<file path="src/sv/mpot_pkg.sv">
// Shared types and constants for the masked priority opcode table.
// Used by mpot_cell and masked_priority_opcode_table_core; no dependencies.
package mpot_pkg;

  localparam int TABLE_DEPTH_DEF = 64;
  localparam int TAG_WIDTH_DEF   = 8;
  localparam int OP_W            = 16;
  localparam int FIELD_TAG_W     = 8;

  localparam logic KIND_REGISTER = 1'b0;
  localparam logic KIND_LOOKUP   = 1'b1;

  localparam logic STATUS_OK   = 1'b0;
  localparam logic STATUS_FULL = 1'b1;

  typedef struct packed {
    logic                   kind;
    logic [OP_W-1:0]        code;
    logic [OP_W-1:0]        mask;
    logic [FIELD_TAG_W-1:0] action_tag;
    logic [OP_W-1:0]        opcode;
  } req_item_t;

  typedef struct packed {
    logic                   hit;
    logic [FIELD_TAG_W-1:0] matched_tag;
    logic                   status;
  } rsp_item_t;

  // Insert command broadcast to every cell of the chain.
  typedef struct packed {
    logic            en;
    logic [OP_W-1:0] code;
    logic [OP_W-1:0] mask;
  } ins_bus_t;

endpackage

</file>
<file path="src/sv/mpot_cell.sv">
// One table cell: holds an entry, shifts on insert, and forwards the
// first-match result of the lookup chain. Depends on mpot_pkg.
module mpot_cell #(
  parameter int TAG_WIDTH = mpot_pkg::TAG_WIDTH_DEF
) (
  input  logic                      clk,
  input  logic                      rst,
  input  mpot_pkg::ins_bus_t        ins,
  input  logic [TAG_WIDTH-1:0]      ins_tag,
  input  logic                      occupied,
  input  logic                      prev_keep,
  input  logic [mpot_pkg::OP_W-1:0] prev_code,
  input  logic [mpot_pkg::OP_W-1:0] prev_mask,
  input  logic [TAG_WIDTH-1:0]      prev_tag,
  input  logic [mpot_pkg::OP_W-1:0] opcode,
  input  logic                      prev_found,
  input  logic [TAG_WIDTH-1:0]      prev_found_tag,
  output logic                      keep,
  output logic [mpot_pkg::OP_W-1:0] code,
  output logic [mpot_pkg::OP_W-1:0] mask,
  output logic [TAG_WIDTH-1:0]      tag,
  output logic                      found,
  output logic [TAG_WIDTH-1:0]      found_tag
);

  logic match;

  // Entry stays put when it outranks the new one (ties keep the older entry).
  assign keep  = occupied && (mask >= ins.mask);
  assign match = occupied && ((opcode & mask) == code);

  always_ff @(posedge clk) begin
    if (ins.en && !keep) begin
      if (prev_keep) begin
        code <= ins.code;
        mask <= ins.mask;
        tag  <= ins_tag;
      end else begin
        code <= prev_code;
        mask <= prev_mask;
        tag  <= prev_tag;
      end
    end
  end

  // Advance the first-match result one cell per cycle.
  always_ff @(posedge clk) begin
    if (rst) begin
      found     <= 1'b0;
      found_tag <= '0;
    end else if (prev_found) begin
      found     <= 1'b1;
      found_tag <= prev_found_tag;
    end else if (match) begin
      found     <= 1'b1;
      found_tag <= tag;
    end else begin
      found     <= 1'b0;
      found_tag <= '0;
    end
  end

endmodule

</file>
<file path="config.mk">
export PLATFORM = sky130hd
export DESIGN_NAME = mpot_cell
export DESIGN_NICKNAME = d
export VERILOG_FILES = /design/src/sv/mpot_pkg.sv /design/src/sv/mpot_cell.sv
export SDC_FILE = /design/constraint.sdc
export NUM_CORES = 1
export LEC_CHECK = 0
export BUFFER_PORTS_ARGS = -buffer_cell sky130_fd_sc_hd__buf_2
export CORE_UTILIZATION = 44
export DETAILED_ROUTE_END_ITERATION = 10
export PLACE_DENSITY = 0.81
export RECOVER_POWER = 25
export SYNTH_ARGS = -nofsm -noshare
export SYNTH_HDL_FRONTEND = slang
export SYNTH_SLANG_ARGS = --single-unit
</file>
<file path="constraint.sdc">
create_clock -name clk -period 3.9 [get_ports clk]
set_input_delay 0.39 -clock clk [delete_from_list [all_inputs] [get_ports clk]]
set_output_delay 0.39 -clock clk [all_outputs]
set_load 0.005 [all_outputs]
</file>
==> results by stage <==
Worst setup path:
- Traced cell by cell, the critical path runs through ha_1, and3_1, a221oi_1, nor2b_1, o31a_1, nor2b_4, buf_12.
- The data arrival time of the critical path is 2.70 ns.
- In this run the worst path has a maximum fanout of 21.
- In this design, the stage delay of the slowest critical-path cell is 0.51 ns.
- The cell family contributing the most delay on the critical path is simple AND/OR/NAND/NOR gates.
- The endpoint type of the worst setup path is a flop.
- The total buffers and inverters traversed by the critical path is 1.
- The cell with the biggest individual delay on the critical path is sky130_fd_sc_hd__nor2b_4.
- The setup check on the worst reg-to-reg path leaves a slack of 1.21 ns.
- Counting cells, the worst reg-to-reg path comes to 7.
- The launch instance of the worst register-to-register path is mask[7]$_DFFE_PP_.
- STA puts the critical path data required time at 3.91 ns.
- The worst setup path is of the reg -> reg kind.
- The startpoint type of the worst setup path is a flop.
- In this run the critical register-to-register path is captured at tag[6]$_DFFE_PP_.
- The depth of the critical timing path with buffers and inverters included is 7.

Timing:
- Setup repair after global routing left no endpoint under its margin.
- The number of pins with negative max-slew slack in the final report is 0.
- The setup-violating endpoint count in the final report is 0.
- The number of hold violations in the final report was 0.
- Static timing analysis puts the maximum clock frequency at 372 MHz.
- The relative slew slack is 38.8%.
- The final worst clock skew is 0.0101 ns.
- The setup TNS is 0 ns.
- For the pin with the worst max-slew slack, the measured transition is 0.918 ns.
- The final clock period utilization by the worst path is 69.0%.
- The final critical delay including setup and external delays is 2.69 ns.

Finish:
- The area taken by multi-input logic gates is 1200 µm².
- The synthesis-to-finish area growth is 35.1%.
- For this run, the post-layout net count is 502.
- The post-route non-filler standard cell count is 452.
- The footprint of the flip-flops and latches is 1380 µm².
- The total inserted antenna cells is 0.
- Cells with a size suffix above 1 make up 50.7% of the layout.
- The fill cell total of the finished layout is 505.

Global routing:
- The first-pass GRT wire length is 10.1 mm.
- The via count of the first global-routing pass is 2206.
- The global routing usage summed across all routing layers is 21.2%.
- Entering global routing, the biggest net connects 41 pins.
- The initial antenna violation count was 0.
- After global routing the overflow that remains totals 0.

Floorplanning:
- For this configuration, the core starts out at a cell density of 45.5%.
- The boundary pin count is 160.
- The total die area is 6400 µm².
- The core footprint is 5890 µm².
- The floorplan row count is 28.
- The floorplan step set the die width to 80.0 µm.
- The die is 80.0 µm tall.

Synth:
- The cell count after synthesis came out at 215.
- Summed over its instances, the top area cell type makes up 44.8% of the synthesized netlist area.
- For this run, the number of Yosys warnings is 0.
- After synthesis the netlist holds a flip-flop and latch count of 49.
- The synthesized area divided by synthesized cell count is 12.5 µm².
- The biggest area contributor in the post-synthesis netlist is sky130_fd_sc_hd__edfxtp_1.
- The number of nets in the synthesized netlist is 341.
- In the synthesized netlist the async set-or-reset flop fraction comes to 0%.
- The synthesized netlist contains 36 unique library cells.
- For this run, the register share of the synthesized area comes to 51.6%.
- The post-synthesis instance area is 2680 µm².
- Counting flops with a built-in enable in the synthesized netlist gives 40.
- Yosys attributes the largest share of cell area to sky130_fd_sc_hd__edfxtp_1, sky130_fd_sc_hd__mux2_2, sky130_fd_sc_hd__ha_1.
- The most used flip-flop cell after synthesis is sky130_fd_sc_hd__edfxtp_1.

Hold path:
- The worst hold path cell count is 3.
- The class of the worst hold path is in -> reg.
- The startpoint of the worst hold path is prev_found_tag[3].
- The hold path endpoint is found_tag[3]$_SDFF_PP0_.

Power and ir drop:
- The leakage component of the power is 1.67 nW.
- The maximum ir drop on the vdd rail is 0.157 mV.
- The power per unit of standard cell area is 331 nW/µm².

Placement:
- The final weighted congestion of routability-driven global placement is 0.796.
- Buffers placed on the I/O ports in this run total 159.
- The number of placed instances, taps included is 444.
- The HPWL after detailed placement is 5.40 mm.

Run status:
- The run finished with clean final reports.

Route:
- Wires add up to 6.75 mm.
- The routed via count divided by cell count is 4.86.
- The total via count after detailed routing is 2195.
- The antenna violation net count after detailed routing is 0.
- The number of iterations in the first detailed-routing pass is 4.
- The average wire length per cell after detail routing is 14.9 µm.
- The number of violations reported at the end of detailed-routing iteration 0 is 105.
- The post-detailed-route DRC marker count is 0.

Clocking:
- TritonCTS built the clock tree.
- The cell sitting at the root of the clock tree is a sky130_fd_sc_hd__clkbuf_8.
- Clock tree synthesis inserted a total of 5 buffers.
- After clock tree synthesis, the clock-pin slew on the worst setup and hold paths is 0.09 ns.
- The sink count of the clock tree is 49.
- The maximum buffer depth of the clock tree is 2.
- In this run, post-CTS hold repair placed 0 buffers.
- The later pin in the worst-skew pair is clocked with a latency of 0.30 ns.
- The clock tree synthesis step divided the H-tree into 2 levels.
- Post-CTS timing repair inserted 0 buffers for setup.
- The number of instances resized during post-cts repair is 0.

Flow run:
- The number of maximum-capacitance constraint violations is 0.
==> routing by layer <==
layer / GRT usage (%) / share of wire (%) / wire (µm) / up-vias
met4: 6.61 / 2.1 / 139 / 0
met3: 3.20 / 4.7 / 318 / 13
met2: 37.6 / 51 / 3440 / 80
met1: 26.3 / 42 / 2850 / 1000
met5: 0 / 0 / 0 / -
li1: - / - / - / 1102
==> cells in the final DEF (no fill, tap or decap), types with 3 or more instances in the layout <==
master / instances
sky130_fd_sc_hd__and3_1: 4
sky130_fd_sc_hd__clkbuf_8: 5
sky130_fd_sc_hd__mux2_2: 40
sky130_fd_sc_hd__a21oi_1: 5
sky130_fd_sc_hd__inv_1: 17
sky130_fd_sc_hd__edfxtp_1: 40
sky130_fd_sc_hd__nand2_1: 28
sky130_fd_sc_hd__a21o_1: 3
sky130_fd_sc_hd__o22ai_1: 8
sky130_fd_sc_hd__buf_2: 138
sky130_fd_sc_hd__clkbuf_1: 22
sky130_fd_sc_hd__dfxtp_1: 9
sky130_fd_sc_hd__ha_1: 16
sky130_fd_sc_hd__xnor2_1: 13
==> worst max path at each step <==
stage / to / slack [ns] / from
global placement: tag[1]$_DFFE_PP_ / 1.15 / ins[0]
floorplan: code[0]$_DFFE_PP_ / 0.85 / mask[0]$_DFFE_PP_
global route: tag[6]$_DFFE_PP_ / 1.04 / mask[6]$_DFFE_PP_
detailed placement: tag[1]$_DFFE_PP_ / 1.08 / ins[0]
finish: tag[6]$_DFFE_PP_ / 1.21 / mask[7]$_DFFE_PP_
CTS: tag[3]$_DFFE_PP_ / 1.16 / mask[7]$_DFFE_PP_
==> sequential cells by signal (all words and copies together) (netlist names) <==
signal     flops
tag            8
code          16
found_tag      8
found          1
mask          16
==> cells in the mapped netlist, types with 2 or more instances <==
cell type,n
sky130_fd_sc_hd__a21oi_1,5
sky130_fd_sc_hd__xnor2_1,13
sky130_fd_sc_hd__a21o_1,3
sky130_fd_sc_hd__and3_1,4
sky130_fd_sc_hd__edfxtp_1,40
sky130_fd_sc_hd__nor3_1,2
sky130_fd_sc_hd__ha_1,16
sky130_fd_sc_hd__o21ai_1,2
sky130_fd_sc_hd__o22ai_1,8
sky130_fd_sc_hd__mux2_2,40
sky130_fd_sc_hd__buf_1,3
sky130_fd_sc_hd__nor4_1,2
sky130_fd_sc_hd__dfxtp_1,9
sky130_fd_sc_hd__inv_1,17
sky130_fd_sc_hd__nor2b_1,2
sky130_fd_sc_hd__clkbuf_1,2
sky130_fd_sc_hd__nand2_1,28
==> per-stage QoR <==
step	utilization [%]	setup WS, ns	instance area (µm²)	power, mW	hold slack (ns)
after floorplan	-	0.848	2680	0.793	0.517
after CTS	61.9	1.16	3650	1.21	0.348
after detailed placement	60.5	1.08	3560	0.926	0.542
after global routing	61.5	1.04	3620	1.26	0.343
after global placement	60.5	1.15	3560	0.918	0.527
final	61.5	1.21	3620	1.20	0.357
==> where the power goes <==
group / internal, mW / switching (mW)
logic: 0.142 / 0.120
clock network: 0.125 / 0.165
registers: 0.619 / 0.0277
total: 0.886 / 0.313
==> cell families after synthesis <==
kind of cell / Yosys count / share of synthesized area (%)
mux: 40 / 16.8
compound gates: 27 / 7.38
simple gates: 46 / 8.87
buf+inv: 24 / 3.64
xor+xnor: 13 / 4.25
flops: 49 / 51.6
fa+ha+maj: 16 / 7.47
==> worst reg2reg max path, cell delays in order, from the launching register on <==
cell,delay [ns]
sky130_fd_sc_hd__edfxtp_1,0.46
sky130_fd_sc_hd__ha_1,0.32
sky130_fd_sc_hd__and3_1,0.17
sky130_fd_sc_hd__a221oi_1,0.29
sky130_fd_sc_hd__nor2b_1,0.08
sky130_fd_sc_hd__o31a_1,0.33
sky130_fd_sc_hd__nor2b_4,0.51
sky130_fd_sc_hd__buf_12,0.25
==> final cells by class <==
cell class              count  share of cell area [%]
flip-flops and latches     49                    38.2
well taps                  75                    2.59
clock buffers               6                    2.00
multi-input cells         142                    33.3
repair buffers            160                    21.8
clock inverters             2                   0.277
inverters                  18                    1.87
Power figures use the tool's default switching activity.
